===== config.mk =====
export PLATFORM = sky130hd
export DESIGN_NAME = utf8_case_converter_unit
export DESIGN_NICKNAME = d
export VERILOG_FILES = /design/src/sv/u8cc_pkg.sv /design/src/sv/u8cc_front.sv /design/src/sv/u8cc_queue.sv /design/src/sv/u8cc_back.sv /design/src/sv/utf8_case_converter_unit.sv
export SDC_FILE = /design/constraint.sdc
export NUM_CORES = 1
export LEC_CHECK = 0
export ABC_AREA = 1
export BUFFER_PORTS_ARGS = -buffer_cell sky130_fd_sc_hd__buf_2
export CORE_MARGIN = 5
export CORE_UTILIZATION = 47
export DETAILED_ROUTE_END_ITERATION = 10
export MAX_ROUTING_LAYER = met4
export PLACE_DENSITY = 0.75
export SYNTH_ARGS = -nofsm -noshare
export SYNTH_HDL_FRONTEND = slang
export SYNTH_SLANG_ARGS = --single-unit

===== constraint.sdc =====
create_clock -name clk -period 5.6 [get_ports clk]
set_clock_uncertainty 0.1 [all_clocks]
set_input_delay 0.28 -clock clk [delete_from_list [all_inputs] [get_ports clk]]
set_output_delay 0.28 -clock clk [all_outputs]
set_load 0.01 [all_outputs]

===== src/sv/u8cc_pkg.sv =====
// ----------------------------------------------------------------------------
// u8cc_pkg: shared types and tables for the UTF-8 case converter
// Holds the two-byte letter pair table, the ASCII conversion helper and the
// queue entry type passed from the classifier to the emitter.
// ----------------------------------------------------------------------------
`default_nettype none

package u8cc_pkg;

  localparam int PAIR_COUNT = 19;

  localparam logic [7:0] LEAD_C3    = 8'hC3;
  localparam logic [7:0] LEAD_C5    = 8'hC5;
  localparam logic [7:0] CASE_SHIFT = 8'h20;

  // direction codes
  localparam logic DIR_UPPER = 1'b0;
  localparam logic DIR_LOWER = 1'b1;

  // columns: lower lead, lower trail, upper lead, upper trail
  localparam logic [7:0] PAIR_TABLE [PAIR_COUNT][4] = '{
    '{8'hC3, 8'hA9, 8'hC3, 8'h89}, '{8'hC3, 8'hA8, 8'hC3, 8'h88},
    '{8'hC3, 8'hA0, 8'hC3, 8'h80}, '{8'hC3, 8'hB9, 8'hC3, 8'h99},
    '{8'hC3, 8'hA2, 8'hC3, 8'h82}, '{8'hC3, 8'hAA, 8'hC3, 8'h8A},
    '{8'hC3, 8'hAE, 8'hC3, 8'h8E}, '{8'hC3, 8'hB4, 8'hC3, 8'h94},
    '{8'hC3, 8'hBB, 8'hC3, 8'h9B}, '{8'hC3, 8'hAB, 8'hC3, 8'h8B},
    '{8'hC3, 8'hAF, 8'hC3, 8'h8F}, '{8'hC3, 8'hBC, 8'hC3, 8'h9C},
    '{8'hC3, 8'hBF, 8'hC5, 8'hB8}, '{8'hC3, 8'hA7, 8'hC3, 8'h87},
    '{8'hC5, 8'h93, 8'hC5, 8'h92}, '{8'hC3, 8'hA6, 8'hC3, 8'h86},
    '{8'hC3, 8'hA5, 8'hC3, 8'h85}, '{8'hC3, 8'hA4, 8'hC3, 8'h84},
    '{8'hC3, 8'hB6, 8'hC3, 8'h96}
  };

  // one queued job: one or two output bytes
  typedef struct packed {
    logic       two;
    logic [7:0] byte0;
    logic [7:0] byte1;
    logic       eos;
  } u8cc_entry_t;

  typedef struct packed {
    logic       hit;
    logic [7:0] lead;
    logic [7:0] trail;
  } pair_hit_t;

  // ASCII letter shift in the selected direction
  function automatic logic [7:0] convert_ascii(input logic [7:0] b, input logic dir);
    logic [7:0] res;
    res = b;
    if (dir == DIR_UPPER) begin
      if (b inside {[8'h61:8'h7A]}) res = b - CASE_SHIFT;
    end else begin
      if (b inside {[8'h41:8'h5A]}) res = b + CASE_SHIFT;
    end
    return res;
  endfunction

  // parallel match of a lead/trail pair against the source columns
  function automatic pair_hit_t pair_lookup(input logic [7:0] lead, input logic [7:0] trail,
                                            input logic dir);
    pair_hit_t res;
    logic [7:0] src_lead;
    logic [7:0] src_trail;
    res = '0;
    for (int i = 0; i < PAIR_COUNT; i++) begin
      src_lead  = (dir == DIR_LOWER) ? PAIR_TABLE[i][2] : PAIR_TABLE[i][0];
      src_trail = (dir == DIR_LOWER) ? PAIR_TABLE[i][3] : PAIR_TABLE[i][1];
      if (src_lead == lead && src_trail == trail) begin
        res.hit   = 1'b1;
        res.lead  = (dir == DIR_LOWER) ? PAIR_TABLE[i][0] : PAIR_TABLE[i][2];
        res.trail = (dir == DIR_LOWER) ? PAIR_TABLE[i][1] : PAIR_TABLE[i][3];
      end
    end
    return res;
  endfunction

endpackage

`default_nettype wire


===== src/sv/u8cc_front.sv =====
// ----------------------------------------------------------------------------
// u8cc_front: input classifier
// Accepts one byte per item, holds a pending lead byte and turns each item
// into a queue entry of zero, one or two output bytes.
// ----------------------------------------------------------------------------
`default_nettype none

module u8cc_front
  import u8cc_pkg::*;
(
  input  wire logic        clk,
  input  wire logic        rst_n,
  input  wire logic        direction,
  input  wire logic        in_valid,
  output logic             in_stall,
  input  wire logic [7:0]  in_data_byte,
  input  wire logic        in_end_of_string,
  input  wire logic        q_full,
  output logic             q_push,
  output u8cc_entry_t      q_entry
);

  logic       held_valid_r, held_valid_nxt;
  logic [7:0] held_lead_r,  held_lead_nxt;
  logic       accept;
  logic       is_lead;
  logic [7:0] conv_byte;
  pair_hit_t  hit;

  assign in_stall  = q_full;
  assign accept    = in_valid && !q_full;
  assign is_lead   = (in_data_byte == LEAD_C3 || in_data_byte == LEAD_C5) &&
                     !in_end_of_string;
  assign conv_byte = convert_ascii(in_data_byte, direction);
  assign hit       = pair_lookup(held_lead_r, in_data_byte, direction);

  // classify the item
  always_comb begin
    q_entry        = '0;
    q_entry.eos    = in_end_of_string;
    q_push         = 1'b0;
    held_valid_nxt = held_valid_r;
    held_lead_nxt  = held_lead_r;
    if (accept) begin
      held_valid_nxt = 1'b0;
      held_lead_nxt  = '0;
      if (held_valid_r) begin
        q_push = 1'b1;
        if (hit.hit) begin
          q_entry.two   = 1'b1;
          q_entry.byte0 = hit.lead;
          q_entry.byte1 = hit.trail;
        end else begin
          q_entry.byte0 = held_lead_r;
          if (is_lead) begin
            held_valid_nxt = 1'b1;
            held_lead_nxt  = in_data_byte;
          end else begin
            q_entry.two   = 1'b1;
            q_entry.byte1 = conv_byte;
          end
        end
      end else if (is_lead) begin
        held_valid_nxt = 1'b1;
        held_lead_nxt  = in_data_byte;
      end else begin
        q_push        = 1'b1;
        q_entry.byte0 = conv_byte;
      end
    end
  end

  // held lead state
  always_ff @(posedge clk) begin
    if (!rst_n) begin
      held_valid_r <= 1'b0;
      held_lead_r  <= '0;
    end else begin
      held_valid_r <= held_valid_nxt;
      held_lead_r  <= held_lead_nxt;
    end
  end

endmodule

`default_nettype wire


===== src/sv/u8cc_queue.sv =====
// ----------------------------------------------------------------------------
// u8cc_queue: entry queue between classifier and emitter
// Small circular FIFO; the head entry is visible while not empty.
// ----------------------------------------------------------------------------
`default_nettype none

module u8cc_queue
  import u8cc_pkg::*;
#(
  parameter int DEPTH = 4
) (
  input  wire logic        clk,
  input  wire logic        rst_n,
  input  wire logic        push,
  input  wire u8cc_entry_t push_entry,
  input  wire logic        pop,
  output u8cc_entry_t      head,
  output logic             full,
  output logic             empty
);

  localparam int PTR_W = (DEPTH > 1) ? $clog2(DEPTH) : 1;
  localparam int CNT_W = $clog2(DEPTH + 1);

  u8cc_entry_t      mem [DEPTH];
  logic [PTR_W-1:0] wr_ptr_r, wr_ptr_nxt;
  logic [PTR_W-1:0] rd_ptr_r, rd_ptr_nxt;
  logic [CNT_W-1:0] count_r,  count_nxt;
  logic             do_push, do_pop;

  assign full    = (count_r == CNT_W'(DEPTH));
  assign empty   = (count_r == '0);
  assign do_push = push && !full;
  assign do_pop  = pop && !empty;
  assign head    = mem[rd_ptr_r];

  // pointer and fill count
  always_comb begin
    wr_ptr_nxt = wr_ptr_r;
    rd_ptr_nxt = rd_ptr_r;
    count_nxt  = count_r;
    if (do_push) wr_ptr_nxt = (wr_ptr_r == PTR_W'(DEPTH - 1)) ? '0 : wr_ptr_r + 1'b1;
    if (do_pop)  rd_ptr_nxt = (rd_ptr_r == PTR_W'(DEPTH - 1)) ? '0 : rd_ptr_r + 1'b1;
    if (do_push && !do_pop) count_nxt = count_r + 1'b1;
    else if (!do_push && do_pop) count_nxt = count_r - 1'b1;
  end

  always_ff @(posedge clk) begin
    if (!rst_n) begin
      wr_ptr_r <= '0;
      rd_ptr_r <= '0;
      count_r  <= '0;
    end else begin
      wr_ptr_r <= wr_ptr_nxt;
      rd_ptr_r <= rd_ptr_nxt;
      count_r  <= count_nxt;
    end
  end

  // storage
  always_ff @(posedge clk) begin
    if (do_push) mem[wr_ptr_r] <= push_entry;
  end

endmodule

`default_nettype wire


===== src/sv/u8cc_back.sv =====
// ----------------------------------------------------------------------------
// u8cc_back: byte emitter
// Drains queue entries one output byte per cycle, while out_stall is low, into a
// registered output stage and marks the run and string ends.
// ----------------------------------------------------------------------------
`default_nettype none

module u8cc_back
  import u8cc_pkg::*;
(
  input  wire logic        clk,
  input  wire logic        rst_n,
  input  wire u8cc_entry_t head,
  input  wire logic        q_empty,
  output logic             q_pop,
  output logic             out_valid,
  input  wire logic        out_stall,
  output logic [7:0]       out_out_byte,
  output logic             out_run_last,
  output logic             out_string_last
);

  logic       valid_r, valid_nxt;
  logic       phase_r, phase_nxt;
  logic [7:0] byte_r, byte_nxt;
  logic       run_last_r, run_last_nxt;
  logic       str_last_r, str_last_nxt;
  logic       load;

  assign load = !valid_r || !out_stall;

  // select the next byte from the head entry
  always_comb begin
    valid_nxt    = valid_r;
    phase_nxt    = phase_r;
    byte_nxt     = byte_r;
    run_last_nxt = run_last_r;
    str_last_nxt = str_last_r;
    q_pop        = 1'b0;
    if (load) begin
      valid_nxt = !q_empty;
      if (!q_empty) begin
        if (phase_r) begin
          byte_nxt     = head.byte1;
          run_last_nxt = 1'b1;
          str_last_nxt = head.eos;
          phase_nxt    = 1'b0;
          q_pop        = 1'b1;
        end else begin
          byte_nxt     = head.byte0;
          run_last_nxt = !head.two;
          str_last_nxt = head.eos && !head.two;
          phase_nxt    = head.two;
          q_pop        = !head.two;
        end
      end
    end
  end

  always_ff @(posedge clk) begin
    if (!rst_n) begin
      valid_r <= 1'b0;
      phase_r <= 1'b0;
    end else begin
      valid_r <= valid_nxt;
      phase_r <= phase_nxt;
    end
  end

  // payload
  always_ff @(posedge clk) begin
    byte_r     <= byte_nxt;
    run_last_r <= run_last_nxt;
    str_last_r <= str_last_nxt;
  end

  assign out_valid       = valid_r;
  assign out_out_byte    = byte_r;
  assign out_run_last    = run_last_r;
  assign out_string_last = str_last_r;

endmodule

`default_nettype wire


===== src/sv/utf8_case_converter_unit.sv =====
// Path: a result byte passes the queue storage and then the emitter output register after
//   the item that causes it is accepted; a C3/C5 lead waits for the next item.
// Throughput: one item per cycle in while the queue is not full, one byte per cycle out
//   through the emitter register while out_stall is low; two-byte items hold it for both bytes.
// Reset: synchronous active-low rst_n clears the held lead, the queue, the output
//   valid and sets direction to upper case.
// ----------------------------------------------------------------------------
// utf8_case_converter_unit: streaming UTF-8 case converter
// Classifier front end, entry queue and byte emitter, plus the direction
// register on its own write channel.
// ----------------------------------------------------------------------------
`default_nettype none

module utf8_case_converter_unit
  import u8cc_pkg::*;
#(
  parameter int QUEUE_DEPTH = 4
) (
  input  wire logic        clk,
  input  wire logic        rst_n,
  input  wire logic        cfg_valid,
  output logic             cfg_ready,
  input  wire logic        cfg_data,
  input  wire logic        in_valid,
  output logic             in_stall,
  input  wire logic [7:0]  in_data_byte,
  input  wire logic        in_end_of_string,
  output logic             out_valid,
  input  wire logic        out_stall,
  output logic [7:0]       out_out_byte,
  output logic             out_run_last,
  output logic             out_string_last
);

  logic        direction_r;
  logic        q_push, q_pop, q_full, q_empty;
  u8cc_entry_t q_in, q_head;

  // direction register
  assign cfg_ready = 1'b1;
  always_ff @(posedge clk) begin
    if (!rst_n) begin
      direction_r <= DIR_UPPER;
    end else if (cfg_valid && cfg_ready) begin
      direction_r <= cfg_data;
    end
  end

  u8cc_front u_front (
    .clk              (clk),
    .rst_n            (rst_n),
    .direction        (direction_r),
    .in_valid         (in_valid),
    .in_stall         (in_stall),
    .in_data_byte     (in_data_byte),
    .in_end_of_string (in_end_of_string),
    .q_full           (q_full),
    .q_push           (q_push),
    .q_entry          (q_in)
  );

  u8cc_queue #(.DEPTH(QUEUE_DEPTH)) u_queue (
    .clk        (clk),
    .rst_n      (rst_n),
    .push       (q_push),
    .push_entry (q_in),
    .pop        (q_pop),
    .head       (q_head),
    .full       (q_full),
    .empty      (q_empty)
  );

  u8cc_back u_back (
    .clk             (clk),
    .rst_n           (rst_n),
    .head            (q_head),
    .q_empty         (q_empty),
    .q_pop           (q_pop),
    .out_valid       (out_valid),
    .out_stall       (out_stall),
    .out_out_byte    (out_out_byte),
    .out_run_last    (out_run_last),
    .out_string_last (out_string_last)
  );

endmodule

`default_nettype wire


==> flow_metrics.env, run 1 <==
export IMPL_die_area_sq_um=13100
export IMPL_num_rows=38
export IMPL_cp_required_ns=5.75
export IMPL_p_leak_uw=0.00219
export IMPL_synthTopCellsByCount="nor2_1 (115), edfxtp_1 (82), nand2_1 (73), o21ai_0 (53), inv_1 (39)"
export IMPL_path_cells="inv_1 -> o21ai_0 -> o22ai_1 -> nand2_1 -> nand2_1 -> ha_1 -> inv_1 -> fa_1 -> a21oi_1 -> o21ai_0 -> o21ai_0 -> a21oi_1"
export IMPL_cts_max_path_buffers=2
export IMPL_die_x_um=114
export IMPL_dp_hpwl_um=8350
export IMPL_tns_ns=0
export IMPL_synth_edf_count=82
export IMPL_async_flop_share_pct=0
export IMPL_yosys_area_top_type="edfxtp_1"
export IMPL_final_cell_area_sq_um=5570
export IMPL_maxUsedRoutingLayer="met4"
export IMPL_yosysTopAreaCellShare_pct=48.2
export IMPL_grt_pass1_wl_um=19200
export IMPL_reg2reg_depth=12
export IMPL_start_kind="flop"
export IMPL_synth_seq_cells=103
export IMPL_syn_avg_cell_area_sq_um=9.14
export IMPL_synth_cell_types=40
export IMPL_ys_seq_area_share_pct=56.4
export IMPL_viasPerCell=5.44
export IMPL_placed_area_sq_um=5370
export IMPL_ir_drop_v=0.000173
export IMPL_syn_to_final_growth_pct=9.14
export IMPL_diodes=0
export IMPL_wl_um=11700
export IMPL_clk_root_buffer_cell="clkbuf_8"
export IMPL_crit_path_top_delay_cell="inv_1"
export IMPL_gp_congestion=0.948
export IMPL_cts_buffers=9
export IMPL_cts_tree="done"
export IMPL_worst_pin_slew_ns=0.732
export IMPL_drt_iter0_markers=364
export IMPL_wire_per_inst_um=16.0
export IMPL_grt_max_degree=38
export IMPL_firstDrtPassIters=5
export IMPL_drive_gt1_share_pct=15.3
export IMPL_hold_buffers=0
export IMPL_die_y_um=114
export IMPL_final_min_clock_period_ns=2.90
export IMPL_finalSetupViolations=0
export IMPL_finalMaxSlewViolations=0
export IMPL_grt_setup_unrepaired="no"
export IMPL_io_pins=28
export IMPL_r2r_setup_slack_ns=2.70
export IMPL_drc=0
export IMPL_cap_violations=0
export IMPL_clkTransAtPathRegs_ns=0.10
export IMPL_antenna_found_initial=0
export IMPL_critPathMostFrequentCell="o21ai_0"
export IMPL_nets=609
export IMPL_min_delay_start="cfg_data"
export IMPL_ant_nets=0
export IMPL_hold_path_class="in2reg"
export IMPL_max_stage_delay_ns=0.56
export IMPL_clkSinkCount=103
export IMPL_dr_wl_met3_um=638
export IMPL_grt_pass1_vias=3917
export IMPL_yosys_warnings=0
export IMPL_finalHoldViolCount=0
export IMPL_worst_r2r_endpoint="u_queue.count_r[2]"
export IMPL_core_sq_um=10700
export IMPL_fmax_mhz=344
export IMPL_powerDensity_nw_per_um2=376
export IMPL_crit_path_end_kind="flop"
export IMPL_min_period_over_period_pct=51.9
export IMPL_netlist_instances=559
export IMPL_grt_overflow=0
export IMPL_crit_type="reg2reg"
export IMPL_ys_top_cells_by_area="edfxtp_1 (48%), nor2_1 (8.5%), dfxtp_1 (8.2%)"
export IMPL_synth_nets=583
export IMPL_wl_met2_um=6000
export IMPL_crit_fanout=19
export IMPL_synthFlopType="edfxtp_1"
export IMPL_synth_most_common_cell="nor2_1"
export IMPL_cp_data_arrival_time_ns=3.05
export IMPL_h_tree_depth=3
export IMPL_status="finished clean"
export IMPL_worst_hold_slack_ns=0.0623
export IMPL_cts_resized=0
export IMPL_syn_area_sq_um=5110
export IMPL_vias=3973
export IMPL_relSlewSlack_pct=51.2
export IMPL_post_cts_buffers=0
export IMPL_hold_end="direction_r"
export IMPL_grt_total_usage_pct=19.4
export IMPL_wl_met1_um=4850
export IMPL_clock_latency_ns=0.36
export IMPL_start_util_pct=47.5
export IMPL_min_path_cells=3
export IMPL_io_buffers=26
## stage by stage
| stage | util [%] | total power (uW) | std cells | setup WS [ns] |
|---|---|---|---|---|
| after global routing | 51.9 | 2240 | 730 | 2.30 |
| after CTS | 51.9 | 2120 | 730 | 2.71 |
| after floorplan | - | 1470 | 559 | 3.22 |
| after global placement | 50.0 | 1630 | 714 | 2.78 |
| final | 51.9 | 2100 | 730 | 2.70 |
| after detailed placement | 50.0 | 1670 | 714 | 2.73 |
## worst max-delay path: cells and delay by family, from the launching register on
| kind | cells | cell delay (ns) |
|---|---|---|
| AO/OA/AOI/OAI | 6 | 0.79 |
| adder cells (fa/ha/maj) | 2 | 0.52 |
| buffers and inverters | 2 | 0.62 |
| AND/OR/NAND/NOR | 2 | 0.22 |
| flip-flops | 1 | 0.54 |
## flip-flops by register name, indices dropped and copies added (netlist names), named ones only
signal                  flops
u_queue.count_r             3
u_back.out_out_byte         8
u_queue.mem                72
u_back.out_run_last         1
u_front.held_lead_r         8
u_back.out_valid            1
direction_r                 1
u_front.held_valid_r        1
u_queue.rd_ptr_r            2
u_back.phase_r              1
u_queue.wr_ptr_r            2
u_back.out_string_last      1
## cell families (layout without fill, tap and decap cells)
kind of cell | after synthesis | count (layout) | share of synthesized area, %
other | 1 | 1 | 0.0734
DFF | 103 | 103 | 56.4
AOI/OAI and AO/OA | 106 | 106 | 11.3
buffers and inverters | 72 | 103 | 5.78
adders and majority gates | 9 | 9 | 2.35
and+or+nand+nor | 268 | 268 | 24.1
## final cells by class
type	count	area (sq um)
clock inverters	5	38.8
clock buffers	11	163
repair buffers	33	183
multi-input cells	384	1930
well taps	140	175
fillers	994	5170
inverters	54	203
flip-flops and latches	103	2880
## layer usage
metal  GRT usage [%]  up-vias
li1                -     1961
met1            23.6     1864
met2            33.4      131
met3            2.48       17
met4            6.41        0
met5               -        -
## how the worst max path moves through the flow
| stage | startpoint | end | slack [ns] | cells past startpoint |
|---|---|---|---|---|
| after global placement | flop | u_queue.count_r[2] | 2.78 | 12 |
| after floorplan | u_queue.count_r[0] | u_queue.count_r[1] | 3.22 | 8 |
| after detailed placement | flop | u_queue.count_r[2] | 2.73 | 12 |
| after global routing | flop | u_queue.count_r[2] | 2.30 | 12 |
| after CTS | flop | u_queue.count_r[2] | 2.71 | 12 |
| final | flop | u_queue.count_r[2] | 2.70 | 12 |
## where the power goes
group	switching [uW]	total, uW	internal [uW]	leakage (uW)
Sequential	53.8	1040	983	0.000947
Combinational	417	612	195	0.00114
Clock	245	448	203	0.0000963
## placed cells by master, fill, tap and decap left out, types with 5 or more instances in the layout
cell type / instances
nor2_4: 5
nor2_2: 6
o21ai_0: 53
nor3_1: 9
o22ai_1: 10
edfxtp_1: 82
clkbuf_8: 10
nand2_2: 8
inv_1: 39
nand3_1: 31
dfxtp_1: 21
buf_4: 7
o21ai_1: 6
inv_2: 13
ha_1: 8
nand2_1: 73
a31oi_1: 8
buf_2: 26
a21oi_1: 22
nand4_1: 8
nor2_1: 115
Note: power is estimated with default switching activity, not from simulation.
==> inputs of run 2 (changes only) <==
--- a/config.mk
+++ b/config.mk
@@ -5,7 +5,7 @@
 export SDC_FILE = /design/constraint.sdc
 export NUM_CORES = 1
 export LEC_CHECK = 0
-export ABC_AREA = 1
+export ABC_AREA = 0
 export BUFFER_PORTS_ARGS = -buffer_cell sky130_fd_sc_hd__buf_2
 export CORE_MARGIN = 5
 export CORE_UTILIZATION = 47
==> constraint.sdc (replaced) <==
create_clock -name clk -period 2.9 [get_ports clk]
set_clock_uncertainty 0.1 [all_clocks]
set_input_delay 0.145 -clock clk [delete_from_list [all_inputs] [get_ports clk]]
set_output_delay 0.145 -clock clk [all_outputs]
set_load 0.01 [all_outputs]
==> run 2 against run 1 <==
First-iteration DRC count is 59% lower. Synthesized cell count shrank 43%. Worst hold slack improved by 0.012 ns. Via count fell by 32%.
==> flow_metrics.env, run 2 <==
export IMPL_diodes=0
export IMPL_clkSinkCount=103
export IMPL_clk_root_buffer_cell="clkbuf_8"
export IMPL_firstDrtPassIters=4
export IMPL_cp_required_ns=2.96
export IMPL_async_flop_share_pct=0
export IMPL_syn_area_sq_um=4670
export IMPL_nets=375
export IMPL_start_util_pct=48.0
export IMPL_die_x_um=110
export IMPL_yosys_warnings=0
export IMPL_wire_per_inst_um=17.9
export IMPL_synth_edf_count=82
export IMPL_ys_seq_area_share_pct=61.7
export IMPL_die_area_sq_um=12000
export IMPL_grt_setup_unrepaired="no"
export IMPL_synth_cell_types=60
export IMPL_ir_drop_v=0.000277
export IMPL_cp_data_arrival_time_ns=2.60
export IMPL_p_leak_uw=0.00184
export IMPL_drc=0
export IMPL_drt_iter0_markers=150
export IMPL_cts_resized=0
export IMPL_cts_tree="done"
export IMPL_largest_reg_flops=72
export IMPL_vias=2718
export IMPL_fmax_mhz=394
export IMPL_powerDensity_nw_per_um2=762
export IMPL_worst_pin_slew_ns=0.962
export IMPL_drive_gt1_share_pct=24.2
export IMPL_p_total_uw=3940
export IMPL_worst_hold_slack_ns=0.0746
export IMPL_die_y_um=110
export IMPL_io_pins=28
export IMPL_grt_overflow=0
export IMPL_h_tree_depth=3
export IMPL_clkTransAtPathRegs_ns=0.09
export IMPL_placed_area_sq_um=4920
export IMPL_grt_max_degree=20
export IMPL_cts_buffers=9
export IMPL_gp_congestion=0.871
export IMPL_hold_path_class="in2reg"
export IMPL_syn_avg_cell_area_sq_um=14.5
export IMPL_wl_um=8750
export IMPL_synth_seq_cells=103
export IMPL_cap_violations=0
export IMPL_finish_utilization_pct=53.2
export IMPL_antenna_found_initial=0
export IMPL_grt_pass1_vias=2756
export IMPL_netlist_instances=321
export IMPL_viasPerCell=5.56
export IMPL_num_rows=36
export IMPL_synth_nets=345
export IMPL_status="finished clean"
export IMPL_crit_type="reg2reg"
export IMPL_critPathTopFamily="simple AND/OR/NAND/NOR gates"
export IMPL_regMostFlops="u_queue.mem"
export IMPL_yosysTopAreaCellShare_pct=52.7
export IMPL_crit_path_top_delay_cell="nor2_1"
export IMPL_finalHoldViolCount=0
export IMPL_final_min_clock_period_ns=2.54
export IMPL_mostFrequentLayoutCell="edfxtp_1"
export IMPL_synth_most_common_cell="edfxtp_1"
export IMPL_syn_to_final_growth_pct=10.7
export IMPL_dp_hpwl_um=5960
export IMPL_grt_pass1_wl_um=14400
export IMPL_ys_top_cells_by_area="edfxtp_1 (53%), dfxtp_1 (9.0%), mux4_2 (8.7%)"
export IMPL_clock_latency_ns=0.35
export IMPL_relSlewSlack_pct=35.8
export IMPL_grt_total_usage_pct=16.5
export IMPL_path_cells="nor3b_1 -> nor2b_1 -> nand2_1 -> nor2_1 -> o21ai_0 -> nor2_1"
export IMPL_start_kind="flop"
export IMPL_critPathMostFrequentCell="nor2_1"
export IMPL_synthFlopType="edfxtp_1"
export IMPL_cts_max_path_buffers=2
export IMPL_ant_nets=0
export IMPL_worst_path_buf_inv=0
export IMPL_mostFrequentLayoutCells="edfxtp_1 (82), buf_2 (26), nand2_1 (23), dfxtp_1 (21), mux4_2 (18)"
export IMPL_synthTopCellsByCount="edfxtp_1 (82), nand2_1 (23), dfxtp_1 (21), mux4_2 (18), nor2_1 (12)"
export IMPL_crit_path_end_kind="flop"
export IMPL_yosys_area_top_type="edfxtp_1"
export IMPL_final_cell_area_sq_um=5170
export IMPL_finalMaxSlewViolations=0
export IMPL_max_stage_delay_ns=0.55
export IMPL_tns_ns=0
export IMPL_io_buffers=26
export IMPL_crit_fanout=9
export IMPL_finalSetupViolations=0
export IMPL_core_sq_um=9730
export IMPL_min_period_over_period_pct=87.6
==> run 2: changes by cell type after synthesis, moves of 9 or more <==
| cell | delta |
|---|---|
| o22ai_1 | -10 |
| mux4_2 | +18 |
| inv_2 | -12 |
| nand2_1 | -50 |
| a21oi_1 | -14 |
| nand3_1 | -24 |
| nor2_1 | -103 |
| o21ai_0 | -48 |
| inv_1 | -32 |
| mux2i_1 | +9 |
==> run 2: report_power, final <==
group	total (uW)	internal [uW]	switching, uW
combinational	1070	513	555
clock	932	484	448
sequential	1940	1870	75.3
total	3940	2860	1080
==> run 2: layout make-up <==
| type | count | area (sq um) |
|---|---|---|
| Timing Repair Buffer | 37 | 223 |
| Inverter | 8 | 30.0 |
| Clock inverter | 6 | 85.1 |
| Sequential cell | 103 | 2880 |
| Multi-Input combinational cell | 192 | 1660 |
| Tap cell | 133 | 166 |
| Fill cell | 813 | 4560 |
| Clock buffer | 10 | 128 |
==> run 2: repair_timing <==
action                    in CTS  in global routing
hold endpoints to repair       6                  0
buffers inserted               0                  0
hold buffers                   4                  0
==> run 2: final timing paths <==
kind              depth (start not counted)                from  slack (ns)                      to
hold reg to reg                           2    u_back.out_valid        0.38        u_back.out_valid
hold / removal                            2               rst_n        0.07  u_front.held_lead_r[0]
setup reg to reg                          6  u_queue.count_r[0]        0.36       u_queue.mem[0][3]
setup / recovery                          6  u_queue.count_r[0]        0.36       u_queue.mem[0][3]
==> run 2: kinds of logic (layout without fill, tap and decap cells) <==
family                   count (synthesis)  in the layout  share of synthesized area (%)
AO/OA/AOI/OAI                           39             39                           6.16
XOR/XNOR                                 5              5                          0.938
adder cells (fa/ha/maj)                  9              9                           2.57
buffers and inverters                   26             61                           2.79
flip-flops                             103            103                           61.7
multiplexers                            36             36                           12.9
other                                    1              1                         0.0803
AND/OR/NAND/NOR                        102            102                           12.9
==> run 2: worst register-to-register path, stage by stage, from the launching register on <==
cell	delay [ns]
dfxtp_1	0.43
nor3b_1	0.11
nor2b_1	0.48
nand2_1	0.24
nor2_1	0.55
o21ai_0	0.18
nor2_1	0.27
==> run 2: metal layers <==
metal | GRT usage (%) | wire [um] | vias to the layer above
li1 | - | - | 1278
met1 | 20.6 | 3610 | 1359
met2 | 26.7 | 4580 | 66
met3 | 2.58 | 390 | 15
met4 | 7.48 | 168 | 0
met5 | - | 0 | -
==> run 2: stage by stage <==
step,instances,setup WS (ns)
floorplan,321,0.422
global placement,469,0.371
detailed placement,469,0.267
CTS,489,0.376
global route,489,0.109
finish,489,0.360
==> inputs of run 3 (changes only) <==
--- a/config.mk
+++ b/config.mk
@@ -7,11 +7,12 @@
 export LEC_CHECK = 0
 export ABC_AREA = 0
 export BUFFER_PORTS_ARGS = -buffer_cell sky130_fd_sc_hd__buf_2
-export CORE_MARGIN = 5
-export CORE_UTILIZATION = 47
+export CORE_MARGIN = 1.5
+export CORE_UTILIZATION = 25
+export CTS_BUF_LIST = sky130_fd_sc_hd__clkbuf_8
 export DETAILED_ROUTE_END_ITERATION = 10
 export MAX_ROUTING_LAYER = met4
-export PLACE_DENSITY = 0.75
+export PLACE_DENSITY = 0.51
 export SYNTH_ARGS = -nofsm -noshare
 export SYNTH_HDL_FRONTEND = slang
 export SYNTH_SLANG_ARGS = --single-unit
==> run 3 against run 2 <==
The run now ends with DRC left. Non-clock buffer count up 2. Critical path depth up 3. Power down 0.56%. Clock-buffer cell count unchanged. Worst hold slack better by 0.0029 ns. Via count down 0.37%. Critical path type unchanged.
==> flow_metrics.env, run 3 (same netlist as run 2, synthesis figures left out) <==
export IMPL_status="complete, but fails checks"
export IMPL_violations="DRC"
export IMPL_firstDrtPassIters=7
export IMPL_wire_per_inst_um=16.7
export IMPL_crit_fanout=8
export IMPL_crit_type="reg2reg"
export IMPL_cts_max_path_buffers=2
export IMPL_clkSinkCount=103
export IMPL_drive_gt1_share_pct=24.9
export IMPL_relSlewSlack_pct=33.4
export IMPL_p_clk_share_pct=22.7
export IMPL_min_period_over_period_pct=86.4
export IMPL_cts_tree="done"
export IMPL_pwr_share_comb_pct=27.8
export IMPL_cts_buffers=9
export IMPL_p_leak_uw=0.00185
export IMPL_worst_hold_slack_ns=0.0775
export IMPL_viasPerCell=4.61
export IMPL_grt_pass1_vias=2802
export IMPL_wl_um=9830
export IMPL_grt_setup_unrepaired="no"
export IMPL_drc=2
export IMPL_clock_latency_ns=0.37
export IMPL_mostFrequentLayoutCells="edfxtp_1 (82), buf_2 (26), nand2_1 (23), dfxtp_1 (21), mux4_2 (18)"
export IMPL_p_sw_share_pct=28.7
export IMPL_post_cts_buffers=0
export IMPL_grt_total_usage_pct=11.0
export IMPL_diodes=0
export IMPL_finalHoldViolCount=0
export IMPL_finalMaxSlewViolations=0
export IMPL_grt_max_degree=20
export IMPL_final_min_clock_period_ns=2.50
export IMPL_grt_pass1_wl_um=15600
export IMPL_clkTransAtPathRegs_ns=0.10
export IMPL_dpl_worst_slack_ns=0.282
export IMPL_crit_path_end_kind="flop"
export IMPL_pwr_share_seq_pct=49.5
export IMPL_worst_pin_slew_ns=0.999
export IMPL_mostFrequentLayoutCell="edfxtp_1"
export IMPL_largest_reg_flops=72
export IMPL_grt_overflow=0
export IMPL_clk_root_buffer_cell="clkbuf_8"
export IMPL_cap_violations=0
export IMPL_core_sq_um=18100
export IMPL_hold_path_class="in2reg"
export IMPL_h_tree_depth=3
export IMPL_gp_congestion=0.890
export IMPL_antenna_found_initial=0
export IMPL_ir_drop_v=0.000285
export IMPL_regMostFlops="u_queue.mem"
export IMPL_p_int_uw=2790
export IMPL_io_pins=28
export IMPL_cp_required_ns=3.09
export IMPL_finalSetupViolations=0
export IMPL_die_y_um=140
export IMPL_num_rows=49
export IMPL_drt_iter0_markers=165
export IMPL_setup_slack_ns=0.395
export IMPL_fmax_mhz=399
export IMPL_fillCellCount=1851
export IMPL_start_kind="flop"
export IMPL_vias=2708
export IMPL_nets=377
export IMPL_start_util_pct=25.7
export IMPL_tns_ns=0
export IMPL_io_buffers=26
export IMPL_die_x_um=140
export IMPL_die_area_sq_um=19500
export IMPL_syn_to_final_growth_pct=13.2
export IMPL_cts_resized=0
export IMPL_ant_nets=0
export IMPL_hold_buffers=4
export IMPL_powerDensity_nw_per_um2=741
export IMPL_cp_data_arrival_time_ns=2.69
export IMPL_dp_hpwl_um=6670
export IMPL_p_sw_uw=1120
==> run 3: changes by cell type in the layout (fill, tap and decap cells not counted) <==
cell,before,now
inv_1,7,9
clkinvlp_4,0,1
clkbuf_1,1,0
bufinv_16,2,1
buf_4,7,9
clkinv_2,0,2
clkinv_4,2,0
clkbuf_8,9,10
clkinv_1,2,0
==> run 3: path summary, 6_finish.rpt <==
path	start	end	slack, ns	cells past startpoint
worst max-delay path	u_queue.count_r[0]	u_queue.count_r[2]	0.40	9
worst min-delay path	rst_n	u_front.held_lead_r[6]	0.08	2
worst max register to register	u_queue.count_r[0]	u_queue.count_r[2]	0.40	9
worst min register to register	u_back.out_valid	u_back.out_valid	0.39	2
==> run 3: per-layer routing <==
layer  track usage [%]  vias to the layer above  share of wire (%)
met5                 -                        -                  0
met2              17.4                       38                 48
met3              2.48                       12                2.4
met1              13.9                     1370                 48
li1                  -                     1288                  -
met4              3.82                        0                1.4
==> run 3: metrics by stage <==
step                instances  utilization, %  power (uW)  instance area, sq um
floorplan                 321               -        2750                  4670
global placement          567            27.8        3070                  5050
detailed placement        567            27.8        3100                  5050
CTS                       587            29.1        3990                  5290
global route              587            29.1        4150                  5290
finish                    587            29.1        3920                  5290
==> run 3: cell type report <==
cell class | count | area [sq um] | area share [%]
tap | 229 | 287 | 5.42
multi-input combinational | 192 | 1660 | 31.3
clock buffer | 10 | 138 | 2.60
clock inverter | 6 | 55.1 | 1.04
timing repair buffer | 39 | 238 | 4.50
sequential | 103 | 2880 | 54.5
inverter | 8 | 30.0 | 0.568
==> run 3: worst max-delay path, stage by stage (launching register included) <==
cell and delay [ns]:
dfxtp_1 0.42, nor3b_1 0.11, nand2b_1 0.19, a21oi_2 0.29
ha_1 0.25, inv_1 0.06, fa_1 0.37, xor2_1 0.16
or3_1 0.29, a21boi_0 0.19
==> run 3: power by group through the flow <==
stage	Sequential, uW	Clock (uW)	Combinational [uW]
floorplan	2000	0	752
global placement	1970	0	1100
detailed placement	1980	0	1120
CTS	1950	918	1120
global route	1960	976	1210
finish	1940	889	1090
